**config.mk**
```make
export PLATFORM = sky130hd
export DESIGN_NAME = framed_packet_relay_line_select
export DESIGN_NICKNAME = d
export VERILOG_FILES = /design/src/rtl/fprls_pkg.sv /design/src/rtl/fprls_cfg.sv /design/src/rtl/fprls_core.sv /design/src/rtl/framed_packet_relay_line_select.sv
export SDC_FILE = /design/constraint.sdc
export NUM_CORES = 1
export LEC_CHECK = 0
export BUFFER_PORTS_ARGS = -buffer_cell sky130_fd_sc_hd__buf_2
export CAP_MARGIN = 10
export CELL_PAD_IN_SITES_DETAIL_PLACEMENT = 0
export CELL_PAD_IN_SITES_GLOBAL_PLACEMENT = 1
export CORE_MARGIN = 5
export CORE_UTILIZATION = 40
export DETAILED_ROUTE_END_ITERATION = 12
export PLACE_DENSITY = 0.86
export SYNTH_ARGS = -nofsm -noshare
export SYNTH_HDL_FRONTEND = slang
export SYNTH_SLANG_ARGS = --single-unit
```
**constraint.sdc**
```tcl
create_clock -name i_clk -period 3.7 [get_ports i_clk]
set_input_delay 0.37 -clock i_clk [delete_from_list [all_inputs] [get_ports i_clk]]
set_output_delay 0.37 -clock i_clk [all_outputs]
set_load 0.05 [all_outputs]
```
**src/rtl/fprls_pkg.sv**
```systemverilog
// Shared types, constants and the line-select step function for the framed
// packet relay. No dependencies; used by every module of the block.
package fprls_pkg;

    localparam int unsigned MAX_FRAME_DEF = 11;
    localparam int unsigned CFG_ADDR_W    = 3;
    localparam int unsigned CFG_DATA_W    = 32;

    localparam logic [7:0]  START_BYTE    = 8'h3A;
    localparam logic [7:0]  MASTER_ID     = 8'h73;
    localparam logic [7:0]  TIMEOUT_ID    = 8'h78;
    localparam logic [7:0]  TIMEOUT_LEN   = 8'd3;
    localparam logic [7:0]  MIN_LEN       = 8'd2;
    localparam logic [15:0] TIMEOUT_RESET = 16'd60000;

    // Register word index
    localparam logic REG_TIMEOUT = 1'b0;

    // Event kinds
    localparam logic [1:0] KIND_RX     = 2'd0;
    localparam logic [1:0] KIND_TXDONE = 2'd1;
    localparam logic [1:0] KIND_TICK   = 2'd2;

    // Line-select machine states
    localparam logic [1:0] MODE_IDLE  = 2'd0;
    localparam logic [1:0] MODE_ONE   = 2'd1;
    localparam logic [1:0] MODE_TWO   = 2'd2;
    localparam logic [1:0] MODE_THREE = 2'd3;

    typedef struct packed {
        logic [1:0] mode;
        logic [1:0] pins;
    } t_sel;

    typedef struct packed {
        logic       tx_valid;
        logic [7:0] tx_byte;
        logic [1:0] line_select;
        logic [1:0] relay_mode;
    } t_result;

    function automatic t_sel advance_sel(input logic [1:0] mode, input logic master);
        t_sel s;
        unique case (mode)
            MODE_IDLE: begin
                if (master) begin
                    s.mode = MODE_ONE;
                    s.pins = 2'b01;
                end else begin
                    s.mode = MODE_THREE;
                    s.pins = 2'b11;
                end
            end
            MODE_ONE: begin
                s.mode = MODE_IDLE;
                s.pins = 2'b00;
            end
            MODE_TWO: begin
                s.mode = MODE_ONE;
                s.pins = 2'b01;
            end
            default: begin
                s.mode = MODE_TWO;
                s.pins = 2'b10;
            end
        endcase
        return s;
    endfunction

endpackage

```
**src/rtl/fprls_cfg.sv**
```systemverilog
// APB-style register port holding the timeout tick limit.
// Depends on fprls_pkg.
module fprls_cfg (
    input  logic                                i_clk,
    input  logic                                i_rst_n,
    input  logic                                psel,
    input  logic                                penable,
    input  logic                                pwrite,
    input  logic [fprls_pkg::CFG_ADDR_W-1:0]    paddr,
    input  logic [fprls_pkg::CFG_DATA_W-1:0]    pwdata,
    output logic [fprls_pkg::CFG_DATA_W-1:0]    prdata,
    output logic                                pready,
    output logic [15:0]                         o_timeout_ticks
);
    import fprls_pkg::*;

    logic [15:0] r_timeout;
    logic        sel_timeout;

    assign sel_timeout = (paddr[2] == REG_TIMEOUT);
    assign pready      = 1'b1;

    always_ff @(posedge i_clk) begin
        if (!i_rst_n) begin
            r_timeout <= TIMEOUT_RESET;
        end else if (psel && penable && pwrite && sel_timeout) begin
            r_timeout <= pwdata[15:0];
        end
    end

    always_comb begin
        prdata = '0;
        if (sel_timeout) begin
            prdata = {{(CFG_DATA_W-16){1'b0}}, r_timeout};
        end
    end

    assign o_timeout_ticks = r_timeout;

endmodule

```
**src/rtl/fprls_core.sv**
```systemverilog
// Frame buffer, position/length counters, line-select machine and timeout
// counter; computes one result per event. Depends on fprls_pkg.
module fprls_core #(
    parameter int unsigned MAX_FRAME = fprls_pkg::MAX_FRAME_DEF
) (
    input  logic                i_clk,
    input  logic                i_rst_n,
    input  logic                i_step,
    input  logic [1:0]          i_kind,
    input  logic [7:0]          i_rx_byte,
    input  logic [15:0]         i_timeout_ticks,
    output fprls_pkg::t_result  o_result
);
    import fprls_pkg::*;

    localparam int unsigned PW   = $clog2(MAX_FRAME + 1);
    localparam int unsigned IW   = $clog2(MAX_FRAME);
    localparam logic [PW-1:0] MAXP = PW'(MAX_FRAME);
    localparam logic [7:0]    MAX8 = 8'(MAX_FRAME);

    logic [7:0]    r_buf [MAX_FRAME];
    logic [7:0]    n_buf [MAX_FRAME];
    logic [PW-1:0] r_pos, n_pos;
    logic [PW-1:0] r_len, n_len;
    logic [1:0]    r_mode, n_mode;
    logic [1:0]    r_pins, n_pins;
    logic [15:0]   r_tick, n_tick;

    logic [PW-1:0] len_clamp;
    logic [PW-1:0] pos_inc;
    logic [PW-1:0] rd_idx;
    logic [15:0]   tick_inc;
    logic          tx_valid;
    logic [7:0]    tx_byte;
    t_sel          sel;

    always_comb begin
        if (i_rx_byte > MAX8) begin
            len_clamp = MAXP;
        end else if (i_rx_byte < MIN_LEN) begin
            len_clamp = PW'(MIN_LEN);
        end else begin
            len_clamp = PW'(i_rx_byte);
        end
    end

    assign rd_idx   = r_len - r_pos;
    assign tick_inc = r_tick + 16'd1;

    always_comb begin
        n_buf    = r_buf;
        n_pos    = r_pos;
        n_len    = r_len;
        n_mode   = r_mode;
        n_pins   = r_pins;
        n_tick   = r_tick;
        tx_valid = 1'b0;
        tx_byte  = 8'd0;
        pos_inc  = r_pos;
        sel      = advance_sel(r_mode, r_buf[2] == MASTER_ID);
        unique case (i_kind)
            KIND_RX: begin
                if (r_pos < MAXP) begin
                    n_buf[IW'(r_pos)] = i_rx_byte;
                end
                if (r_pos == PW'(1)) begin
                    n_buf[1] = 8'(len_clamp);
                    n_len    = len_clamp;
                end
                // stay hunting until the start byte sits at the front
                pos_inc = (n_buf[0] == START_BYTE) ? r_pos + PW'(1) : r_pos;
                n_pos   = pos_inc;
                if (pos_inc == n_len) begin
                    sel      = advance_sel(r_mode, n_buf[2] == MASTER_ID);
                    n_mode   = sel.mode;
                    n_pins   = sel.pins;
                    n_tick   = 16'd0;
                    tx_valid = 1'b1;
                    tx_byte  = n_buf[0];
                    n_pos    = pos_inc - PW'(1);
                end
            end
            KIND_TXDONE: begin
                if (r_pos == '0) begin
                    n_mode = sel.mode;
                    n_pins = sel.pins;
                    n_tick = 16'd0;
                end else begin
                    tx_valid = 1'b1;
                    if (r_pos <= r_len && rd_idx < MAXP) begin
                        tx_byte = r_buf[IW'(rd_idx)];
                    end
                    n_pos = r_pos - PW'(1);
                end
            end
            KIND_TICK: begin
                if (r_mode != MODE_IDLE) begin
                    n_tick = tick_inc;
                    if (tick_inc == i_timeout_ticks) begin
                        // load and start the timeout frame
                        n_mode   = sel.mode;
                        n_pins   = sel.pins;
                        n_tick   = 16'd0;
                        n_buf[0] = START_BYTE;
                        n_buf[1] = TIMEOUT_LEN;
                        n_buf[2] = TIMEOUT_ID;
                        n_len    = PW'(TIMEOUT_LEN);
                        n_pos    = PW'(TIMEOUT_LEN) - PW'(1);
                        tx_valid = 1'b1;
                        tx_byte  = START_BYTE;
                    end
                end
            end
            default: begin
            end
        endcase
    end

    always_ff @(posedge i_clk) begin
        if (!i_rst_n) begin
            for (int i = 0; i < MAX_FRAME; i++) begin
                r_buf[i] <= 8'd0;
            end
            r_pos  <= '0;
            r_len  <= PW'(MIN_LEN);
            r_mode <= MODE_IDLE;
            r_pins <= 2'b00;
            r_tick <= 16'd0;
        end else if (i_step) begin
            r_buf  <= n_buf;
            r_pos  <= n_pos;
            r_len  <= n_len;
            r_mode <= n_mode;
            r_pins <= n_pins;
            r_tick <= n_tick;
        end
    end

    assign o_result.tx_valid    = tx_valid;
    assign o_result.tx_byte     = tx_byte;
    assign o_result.line_select = n_pins;
    assign o_result.relay_mode  = n_mode;

endmodule

```
**src/rtl/framed_packet_relay_line_select.sv**
```systemverilog
// Top level of the framed packet relay: input register, event core, result
// register and register port. Depends on fprls_pkg, fprls_cfg, fprls_core.
//
//   port group   direction  flow control      payload
//   event in     in         i_valid/o_stall   i_kind, i_rx_byte
//   result out   out        o_valid/i_stall   o_tx_valid, o_tx_byte,
//                                             o_line_select, o_relay_mode
//   register     in/out     psel/penable      paddr, pwdata, prdata
//
// Each accepted event yields one result: it waits in the input register, then
// passes through the core into the result register. One event per cycle is
// sustained unless the result stalls; the core state updates on each step.
// Reset is synchronous and clears the frame buffer and all counters at once.
// A stalled result holds the result register; an event in the input register
// then holds too and o_stall rises, so nothing is dropped.
module framed_packet_relay_line_select #(
    parameter int unsigned MAX_FRAME = fprls_pkg::MAX_FRAME_DEF
) (
    input  logic                                i_clk,
    input  logic                                i_rst_n,
    input  logic                                i_valid,
    output logic                                o_stall,
    input  logic [1:0]                          i_kind,
    input  logic [7:0]                          i_rx_byte,
    output logic                                o_valid,
    input  logic                                i_stall,
    output logic                                o_tx_valid,
    output logic [7:0]                          o_tx_byte,
    output logic [1:0]                          o_line_select,
    output logic [1:0]                          o_relay_mode,
    input  logic                                psel,
    input  logic                                penable,
    input  logic                                pwrite,
    input  logic [fprls_pkg::CFG_ADDR_W-1:0]    paddr,
    input  logic [fprls_pkg::CFG_DATA_W-1:0]    pwdata,
    output logic [fprls_pkg::CFG_DATA_W-1:0]    prdata,
    output logic                                pready
);
    import fprls_pkg::*;

    logic        r_in_valid;
    logic [1:0]  r_kind;
    logic [7:0]  r_rx_byte;
    logic        r_out_valid;
    t_result     r_out;

    logic        out_free;
    logic        step;
    logic        in_accept;
    logic [15:0] timeout_ticks;
    t_result     result;

    assign out_free  = !r_out_valid || !i_stall;
    assign step      = r_in_valid && out_free;
    assign o_stall   = r_in_valid && !out_free;
    assign in_accept = i_valid && !o_stall;

    fprls_cfg u_cfg (
        .i_clk           (i_clk),
        .i_rst_n         (i_rst_n),
        .psel            (psel),
        .penable         (penable),
        .pwrite          (pwrite),
        .paddr           (paddr),
        .pwdata          (pwdata),
        .prdata          (prdata),
        .pready          (pready),
        .o_timeout_ticks (timeout_ticks)
    );

    fprls_core #(
        .MAX_FRAME (MAX_FRAME)
    ) u_core (
        .i_clk           (i_clk),
        .i_rst_n         (i_rst_n),
        .i_step          (step),
        .i_kind          (r_kind),
        .i_rx_byte       (r_rx_byte),
        .i_timeout_ticks (timeout_ticks),
        .o_result        (result)
    );

    always_ff @(posedge i_clk) begin
        if (!i_rst_n) begin
            r_in_valid <= 1'b0;
        end else if (in_accept) begin
            r_in_valid <= 1'b1;
        end else if (step) begin
            r_in_valid <= 1'b0;
        end
    end

    always_ff @(posedge i_clk) begin
        if (in_accept) begin
            r_kind    <= i_kind;
            r_rx_byte <= i_rx_byte;
        end
    end

    always_ff @(posedge i_clk) begin
        if (!i_rst_n) begin
            r_out_valid <= 1'b0;
        end else if (out_free) begin
            r_out_valid <= step;
        end
    end

    always_ff @(posedge i_clk) begin
        if (step) begin
            r_out <= result;
        end
    end

    assign o_valid       = r_out_valid;
    assign o_tx_valid    = r_out.tx_valid;
    assign o_tx_byte     = r_out.tx_byte;
    assign o_line_select = r_out.line_select;
    assign o_relay_mode  = r_out.relay_mode;

`ifndef NO_ASSERTIONS
    a_idle_byte_zero: assert property (@(posedge i_clk) disable iff (!i_rst_n)
        o_valid && !o_tx_valid |-> o_tx_byte == 8'd0)
        else $error("tx byte nonzero without a transmit");

    a_pins_track_mode: assert property (@(posedge i_clk) disable iff (!i_rst_n)
        o_valid |-> o_line_select == o_relay_mode)
        else $error("line select pins disagree with relay mode");

    a_held_item_kept: assert property (@(posedge i_clk) disable iff (!i_rst_n)
        r_in_valid && !step |=> r_in_valid && $stable(r_kind) && $stable(r_rx_byte))
        else $error("pending event lost while output stalled");
`endif

endmodule

```
==> flow_summary.json, run 1 <==
{
  "status": "finished clean",
  "gr-total-overflow": 0,
  "chipWidth_um": 157,
  "n_fill_cell": 2112,
  "whs_ns": 0.122,
  "final_area_um2": 10000,
  "htreeDepth": 4,
  "finalSetupTns_ns": 0,
  "cts_tree": "yes",
  "muxShareOfSynthArea": 0.0857,
  "grt_max_degree": 73,
  "areaGrowthSynthToFinish_pct": 15.4,
  "synth_area_um2": 8690,
  "dpl_worst_slack_ns": 0.0846,
  "clock_skew_ns": 0.0100,
  "synth_compound_area_frac": 0.177,
  "gp_congestion": 0.900,
  "cp_data_arrival_time_ns": 3.81,
  "crit_path_start_kind": "register",
  "finalSetupViolCount": 0,
  "synth.avg_cell_area_um2": 8.42,
  "end_kind": "register",
  "drt_first_pass_iters": 5,
  "synthXorXnorAreaFrac": 0.0272,
  "die_h_um": 157,
  "ys_seq_area_frac": 0.388,
  "power_density_nw_per_um2": 403,
  "cts_buffer_depth": 2,
  "ys_async_sr_fraction": 0,
  "ios": 100,
  "synthCells": 1032,
  "ys_ff_latch": 157,
  "synth_simple_gate_area_frac": 0.238,
  "nets": 1163,
  "synth_cell_type_count": 76,
  "fp.coreArea_um2": 21600,
  "drtIter0Drc": 721,
  "clock-sinks": 157,
  "grt_usage": 0.195,
  "die-area_um2": 24800,
  "viasPerCell": 5.74,
  "drc_errors": 0,
  "antennaDiodeCount": 0,
  "p_leak_nw": 3.98,
  "synth-main-ff-cell": "dfxtp_1",
  "insertion_delay_ns": 0.42,
  "grt_pass1_vias": 7458,
  "slew_viol_final": 0,
  "initial_core_util": 0.402,
  "cts_hold_buf": 0,
  "postRouteAntennaNets": 0,
  "mostFrequentLayoutCells": "nor2_1 (135), dfxtp_1 (134), nand2_1 (112)",
  "num_rows": 54,
  "antenna_found_initial": 0,
  "hold_violations": 0,
  "synth-adder-area-share": 0.0268,
  "routedWlPerCell_um": 17.6,
  "fmax_mhz": 286,
  "placed_cell_area_um2": 9420,
  "portBuffers": 64,
  "synth-edff-count": 23,
  "dp_hpwl_um": 17100,
  "grt_pass1_wl_um": 38900,
  "drt-total-wl_um": 24300,
  "slew_headroom": 0.166,
  "fin_crit_sh": 0.944,
  "dr_total_vias": 7942,
  "layout-drive-gt1-share": 0.169,
  "cts_made_buffers": 17,
  "crit_path_max_fanout": 11,
  "finalPower_mw": 4.04,
  "worstMarginPinSlew_ns": 1.24,
  "hold_path_class": "input pin to register",
  "mostFrequentLayoutCell": "nor2_1",
  "synth_top_family_by_area": "simple AND/OR/NAND/NOR gates",
  "max-cap-violations": 0,
  "timing.final.ws_setup_ns": 0.208,
  "peakVddDrop_v": 0.000315,
  "path_clk_slew_ns": 0.06,
  "crit_type": "register to register",
  "cts-root-buf": "clkbuf_16",
  "crit_required_ns": 4.02,
  "yosysWarningCount": 0,
  "fin_crit_ns": 3.49
}
[synth_stat cells, types with 14 or more instances]
master    instances  area share
mux4_2           16       0.041
inv_1            21      0.0091
clkbuf_1         55       0.024
nand3_1          39       0.022
nor3_1           23       0.013
edfxtp_1         23       0.079
o21ai_1          14      0.0081
ha_1             17       0.024
o21ai_0          36       0.021
nor2b_1          18       0.013
mux2i_1          35       0.040
xnor2_1          19       0.019
dfxtp_1         134        0.31
nand2_1         112       0.048
nor4_1           14       0.010
a21oi_1          95       0.055
nor2_1          135       0.058
buf_4            19       0.016
[layout make-up]
cell class,instances,area [um^2],area share
Inverter,22,83.8,0.00836
Sequential cell,157,3370,0.336
Multi-Input combinational cell,780,4900,0.489
Tap cell,280,350,0.0349
Clock inverter,6,109,0.0109
Timing Repair Buffer,115,728,0.0726
Clock buffer,24,483,0.0482
[logic make-up after synthesis]
kind of cell / after synthesis
xor gates and xnor gates: 27
DFF: 157
adders and majority gates: 18
other: 2
AOI/OAI and AO/OA: 239
and+or+nand+nor: 425
buffers and inverters: 110
muxes: 54
[layer usage]
layer / global-route usage / share of wire / wire [um]
met1: 0.271 / 0.45 / 11000
met2: 0.301 / 0.45 / 10900
met5: 0 / 0 / 0
met4: 0.0701 / 0.027 / 650
met3: 0.0407 / 0.074 / 1790
[state kept, by name (all words and copies together) (netlist names)]
name and flops:
r_kind 2, r_rx_byte 8, o_tx_valid 1, r_in_valid 1, o_tx_byte 8, u_cfg.o_timeout_ticks 16, u_core.r_pos 4, o_relay_mode 2
o_line_select 2, u_core.r_tick 16, u_core.r_buf 88, o_valid 1, u_core.r_len 4, u_core.r_mode 2, u_core.r_pins 2
[path summary, 6_finish.rpt]
| kind | startpoint | endpoint | slack (ns) | cells past startpoint |
|---|---|---|---|---|
| setup reg to reg | u_core.r_pos[1] | u_core.r_tick[13] | 0.21 | 11 |
| hold / removal | i_rx_byte[5] | r_rx_byte[5] | 0.12 | 1 |
| setup / recovery | u_core.r_pos[1] | u_core.r_tick[13] | 0.21 | 11 |
| hold reg to reg | u_core.r_pins[0] | u_core.r_pins[0] | 0.45 | 2 |
[worst max-delay path, stage by stage (launching register included)]
cell and delay, ns:
dfxtp_1 0.33, inv_1 0.12, ha_1 0.27, nor3b_2 0.18, or4b_1 0.53, a222oi_1 0.47
xor2_1 0.29, o211ai_2 0.28, a221oi_2 0.31, buf_4 0.23, o21ai_1 0.09, a32o_1 0.27
[where the power goes]
| part | total [mW] | internal (mW) | leakage (nW) | switching, mW |
|---|---|---|---|---|
| logic | 0.473 | 0.144 | 2.39 | 0.329 |
| registers | 1.78 | 1.76 | 1.31 | 0.0212 |
| clock network | 1.79 | 1.11 | 0.290 | 0.679 |
| total | 4.04 | 3.01 | 3.98 | 1.03 |
[metrics by stage]
step | utilization | instances
after floorplan | - | 1047
after global placement | 0.436 | 1353
after detailed placement | 0.436 | 1353
after CTS | 0.463 | 1383
after global routing | 0.464 | 1384
final | 0.464 | 1384
[what timing repair did]
item                                    in CTS  in global routing
endpoints found under the hold margin        0                  0
endpoints found under the setup margin       0                 18
gates resized for setup                      0                  2
setup buffers                                0                  1
(Power assumes the default switching activity.)
==> inputs of run 2 (changes only) <==
Settings changed: CORE_UTILIZATION 40 to 41, CTS_BUF_LIST set to sky130_fd_sc_hd__clkbuf_8, CTS_CLUSTER_DIAMETER set to 150, PLACE_DENSITY 0.86 to 0.88.
==> run 2 against run 1 <==
Against the previous run:
- first-iteration DRC count is 16% higher
- combinational power is 1% higher
- critical path type unchanged
- sequential power hardly changed
- largest power group is now registers
- worst hold slack worse by 0.034 ns
==> flow_summary.json, run 2 (same netlist as run 1, synthesis figures left out) <==
{
  "cts_made_buffers": 17,
  "dr_total_vias": 7963,
  "fmax_mhz": 283,
  "peakVddDrop_v": 0.000215,
  "largest-register": "u_core.r_buf",
  "finalPower_mw": 3.69,
  "cts_tree": "yes",
  "worstMarginPinSlew_ns": 1.12,
  "mostFrequentLayoutCell": "nor2_1",
  "num_rows": 53,
  "gp_congestion": 0.921,
  "final_area_um2": 9870,
  "hold_start": "i_rx_byte[6]",
  "grt_max_degree": 67,
  "status": "finished clean",
  "antenna_found_initial": 0,
  "antennaDiodeCount": 0,
  "slew_viol_final": 0,
  "grt_usage": 0.200,
  "grtUsageMet2": 0.311,
  "timing.rr.start": "u_core.r_pos[0]",
  "areaGrowthSynthToFinish_pct": 13.6,
  "seqPwrFrac": 0.481,
  "chipWidth_um": 156,
  "die-area_um2": 24200,
  "max-cap-violations": 0,
  "fp.coreArea_um2": 21000,
  "crit_path_max_fanout": 11,
  "grtUsageMet1": 0.287,
  "clock-sinks": 157,
  "clock_skew_ns": 0.0106,
  "routedWlPerCell_um": 17.5,
  "slew_headroom": 0.248,
  "die_h_um": 156,
  "htreeDepth": 4,
  "final_cells": 1379,
  "drt_first_pass_iters": 5,
  "cts_buffer_depth": 2,
  "whs_path_depth": 1,
  "rr_worst_depth": 12,
  "finalSetupTns_ns": 0,
  "hold_path_class": "input pin to register",
  "grt_util_met3": 0.0397,
  "cts-root-buf": "clkbuf_8",
  "portBuffers": 64,
  "dp_hpwl_um": 16900,
  "postRouteAntennaNets": 0,
  "crit_path_frequent_cell": "buf_4",
  "layout-drive-gt1-share": 0.172,
  "nets": 1161,
  "gr-total-overflow": 0,
  "drc_errors": 0,
  "placed_cell_area_um2": 9370,
  "crit_type": "register to register",
  "p_int_mw": 2.65,
  "drt-total-wl_um": 24100,
  "mostFrequentLayoutCells": "nor2_1 (135), dfxtp_1 (134), nand2_1 (112)",
  "cp_data_arrival_time_ns": 3.89,
  "pwr-share-clk": 0.389,
  "critPathMaxStageDelay_ns": 0.53,
  "p_leak_nw": 3.91,
  "power_switching_mw": 1.04,
  "whs_ns": 0.0881,
  "p_comb_frac": 0.130,
  "ios": 100,
  "crit_required_ns": 4.05,
  "largest_register_ffs": 88,
  "fin_crit_ns": 3.54,
  "top_usage_layer": "met2",
  "min_to": "r_rx_byte[6]",
  "path_clk_slew_ns": 0.09,
  "drtIter0Drc": 833,
  "viasPerCell": 5.77,
  "finalSetupViolCount": 0,
  "crit_path_start_kind": "register",
  "end_kind": "register",
  "power_density_nw_per_um2": 374,
  "grt_pass1_wl_um": 39500,
  "place_inst": 1343,
  "grt_pass1_vias": 7312,
  "insertion_delay_ns": 0.45,
  "cp_slowest_cell": "or4b_1",
  "n_fill_cell": 2078,
  "r2r_end": "u_core.r_tick[15]",
  "swShare": 0.282,
  "hold_violations": 0,
  "fin_crit_sh": 0.956,
  "rrSetupSlack_ns": 0.16,
  "crit_chain": "inv_1 -> ha_1 -> nor3b_2 -> or4b_1 -> a222oi_1 -> buf_4 -> xor2_1 -> o211ai_4 -> a221oi_2 -> buf_4 -> o21ai_1 -> a32o_1",
  "initial_core_util": 0.415
}
run 2: metal layers:
metal	vias to the layer above	part of all wire
li1	3804	-
met1	3814	0.46
met5	-	0
met2	305	0.45
met3	40	0.073
met4	0	0.018
run 2: final cells by class:
class	count	area [um^2]	area share
Clock inverter	11	156	0.0159
Tap cell	275	344	0.0349
Inverter	22	82.6	0.00837
Multi-Input combinational cell	780	4910	0.497
Clock buffer	21	289	0.0293
Timing Repair Buffer	113	713	0.0723
Sequential cell	157	3370	0.342
run 2: repair_timing:
item | in CTS | in global routing
setup buffers | 0 | 4
hold buffers | 0 | 0
endpoints found under the setup margin | 0 | 29
gates resized for setup | 0 | 4
run 2: power groups by stage:
stage	Sequential, mW	Combinational (mW)	Clock [mW]
2_1_floorplan	1.83	0.320	0
3_5_place_dp	1.81	0.468	0
5_1_grt	1.78	0.513	1.53
6_report	1.77	0.479	1.44
3_3_place_gp	1.81	0.466	0
4_1_cts	1.77	0.470	1.46
run 2: how the worst max path moves through the flow:
| stage | startpoint | end | slack, ns |
|---|---|---|---|
| 2_1_floorplan | u_core.r_pos[0] | o_line_select[0] | 0.08 |
| 3_3_place_gp | u_core.r_pos[0] | o_relay_mode[0] | 0.24 |
| 5_1_grt | u_core.r_pos[0] | u_core.r_tick[2] | -0.01 |
| 6_report | u_core.r_pos[0] | u_core.r_tick[15] | 0.16 |
| 4_1_cts | u_core.r_pos[0] | u_core.r_tick[15] | 0.11 |
| 3_5_place_dp | u_core.r_pos[0] | o_line_select[0] | 0.15 |
run 2: worst max-delay path, delay by kind of cell, from the launching register on:
| family | cells | cell delay, ns |
|---|---|---|
| simple gates | 2 | 0.69 |
| flops | 1 | 0.47 |
| buf+inv | 3 | 0.51 |
| fa+ha+maj | 1 | 0.23 |
| xor+xnor | 1 | 0.32 |
| compound gates | 5 | 1.21 |
run 2: stage by stage:
step           utilization  worst slack [ns]
3_3_place_gp         0.447             0.241
2_1_floorplan            -            0.0768
5_1_grt              0.471           -0.0127
3_5_place_dp         0.447             0.148
6_report             0.471             0.161
4_1_cts              0.468             0.112
==> inputs of run 3 (changes only) <==
Settings changed: ABC_AREA set to 1, CORE_UTILIZATION 41 to 40, PLACE_DENSITY 0.88 to 0.89.
==> run 3 against run 2 <==
Against the previous run:
- global-route usage shrank 0.14 points
- sequential share of layout area is 0.82 points higher
- cell count rose by 15%
- routed wire length increased by 1.8%
- die area up 2.9%
- synthesized area grew 0.63%
- register-to-register slack better by 0.25 ns
- first-iteration DRC count is 21% lower
- design area fell by 2.3%
- clock power shrank 6%
- sequential cell count unchanged
==> flow_summary.json, run 3 <==
{
  "max-cap-violations": 0,
  "drc_errors": 0,
  "fmax_mhz": 304,
  "yosysWarningCount": 0,
  "grt_pass1_vias": 7572,
  "initial_core_util": 0.403,
  "synth-main-ff-cell": "dfxtp_1",
  "yosysMostFrequentCell": "nand2_1",
  "synth_cell_type_count": 52,
  "fin_crit_sh": 0.890,
  "antenna_found_initial": 0,
  "rsz0062_at_grt": "false",
  "drt_first_pass_iters": 6,
  "ys_async_sr_fraction": 0,
  "grt_usage": 0.199,
  "largest_register_ffs": 88,
  "final_cells": 1589,
  "mostFrequentLayoutCells": "nand2_1 (222), inv_1 (156), o21ai_0 (145)",
  "slew_headroom": 0.463,
  "end_kind": "register",
  "peakVddDrop_v": 0.000288,
  "synth.avg_cell_area_um2": 6.97,
  "worstMarginPinSlew_ns": 0.800,
  "dp_hpwl_um": 17800,
  "finalSetupTns_ns": 0,
  "areaGrowthSynthToFinish_pct": 10.2,
  "antennaDiodeCount": 0,
  "cts-root-buf": "clkbuf_8",
  "die_h_um": 158,
  "insertion_delay_ns": 0.47,
  "drt-total-wl_um": 24600,
  "crit_path_max_fanout": 21,
  "cts_hold_buf": 0,
  "hold_path_class": "input pin to register",
  "cts_buffer_depth": 2,
  "nets": 1367,
  "status": "finished clean",
  "ios": 100,
  "place_inst": 1558,
  "finalPower_mw": 4.05,
  "drtIter0Drc": 656,
  "crit_type": "register to register",
  "path_clk_slew_ns": 0.10,
  "ys_ff_latch": 157,
  "portBuffers": 64,
  "cts-resized-gates": 0,
  "timing.final.ws_setup_ns": 0.408,
  "rr_worst_depth": 19,
  "cp_data_arrival_time_ns": 3.62,
  "synth_top_cells_by_count": "nand2_1 (222), inv_1 (156), o21ai_0 (145)",
  "clock_skew_ns": 0.0145,
  "crit_path_start_kind": "register",
  "dpl_worst_slack_ns": 0.477,
  "mostFrequentLayoutCell": "nand2_1",
  "routedWlPerCell_um": 15.5,
  "chipWidth_um": 158,
  "layout-drive-gt1-share": 0.116,
  "grt_pass1_wl_um": 39500,
  "yosys.area.top_type": "dfxtp_1",
  "synth_top_area_share": 0.307,
  "cts_made_buffers": 17,
  "gp_congestion": 0.889,
  "p_leak_nw": 4.17,
  "slew_viol_final": 0,
  "gr-total-overflow": 0,
  "synth-edff-count": 23,
  "synth_area_um2": 8740,
  "fin_crit_ns": 3.29,
  "post-cts-setup-buffer-count": 0,
  "crit_required_ns": 4.03,
  "synthCells": 1255,
  "htreeDepth": 4,
  "clock-sinks": 157,
  "whs_path_depth": 1,
  "cts_tree": "yes",
  "grt_max_degree": 59,
  "ys_seq_area_frac": 0.386,
  "finalSetupViolCount": 0,
  "viasPerCell": 5.21,
  "n_fill_cell": 2289,
  "postRouteAntennaNets": 0,
  "power_density_nw_per_um2": 420,
  "dr_total_vias": 8279,
  "die-area_um2": 24900,
  "fp.coreArea_um2": 21700,
  "largest-register": "u_core.r_buf",
  "ys_top_cells_by_area": "dfxtp_1 (31%), nand2_1 (9.5%), o21ai_0 (8.3%)",
  "num_rows": 54,
  "hold_violations": 0
}
==> run 3: changes by cell type after synthesis, moves of 13 or more <==
cell     before  now
inv_1        21  156
nand2_1     112  222
mux2i_1      35    0
xnor2_1      19    1
nor2_1      135  116
nor4_1       14    1
mux4_2       16    0
o21ai_0      36  145
nand2_2       0   13
nor2b_1      18    0
a21oi_1      95  139
nand3_1      39   76
==> run 3: critical path, cell delays in order, from the launching register on <==
cell	delay [ns]
dfxtp_1	0.50
inv_1	0.22
ha_1	0.41
nand2_4	0.23
nand2_1	0.08
nand2_1	0.16
nand2_2	0.12
nor2_8	0.15
nand2_4	0.08
nand2_1	0.08
nand2_1	0.10
nand2_1	0.08
nand2_2	0.06
nor2_4	0.15
nand2_4	0.12
nand2_2	0.08
nand2_2	0.07
buf_4	0.21
a31oi_2	0.17
nor3_2	0.05
==> run 3: cells by family after synthesis <==
logic type / count (synthesis) / share of synthesized area
AO/OA/AOI/OAI: 355 / 0.222
other: 2 / 0.000859
XOR/XNOR: 6 / 0.00601
flip-flops: 157 / 0.386
buffers and inverters: 236 / 0.113
adder cells (fa/ha/maj): 18 / 0.0266
AND/OR/NAND/NOR: 481 / 0.245
==> run 3: layout make-up <==
class | instances | area [um^2] | area share
clock buffers | 18 | 248 | 0.0257
clock inverters | 13 | 153 | 0.0158
inverters | 160 | 602 | 0.0625
multi-input cells | 877 | 4440 | 0.461
flip-flops and latches | 157 | 3370 | 0.350
well taps | 280 | 350 | 0.0364
repair buffers | 84 | 470 | 0.0488
==> run 3: stage by stage <==
stage	hold slack, ns	util	area [um^2]
6_report	0.0720	0.444	9640
3_5_place_dp	0.435	0.426	9240
4_1_cts	0.0516	0.444	9640
5_1_grt	0.0470	0.444	9640
2_1_floorplan	0.420	-	8800
3_3_place_gp	0.430	0.426	9240
==> run 3: layer usage <==
| layer | up-vias | GRT usage | share of wire | wire length, um |
|---|---|---|---|---|
| met4 | 0 | 0.0541 | 0.017 | 428 |
| met5 | - | 0 | 0 | 0 |
| met1 | 3789 | 0.274 | 0.47 | 11400 |
| met3 | 33 | 0.0410 | 0.061 | 1490 |
| met2 | 235 | 0.319 | 0.46 | 11200 |
| li1 | 4222 | - | - | - |
==> run 3: path summary, 6_finish.rpt <==
path                                       start                 to  slack, ns
worst max-delay path             u_core.r_pos[0]  u_core.r_tick[10]       0.41
worst min-delay path                   i_kind[1]          r_kind[1]       0.07
worst max register to register   u_core.r_pos[0]  u_core.r_tick[10]       0.41
worst min register to register  u_core.r_buf[33]   u_core.r_buf[33]       0.45
==> run 3: power breakdown <==
part,total [mW],leakage [nW],switching (mW),internal [mW]
combinational,0.861,2.66,0.612,0.249
clock,1.36,0.199,0.732,0.631
sequential,1.83,1.31,0.0428,1.78
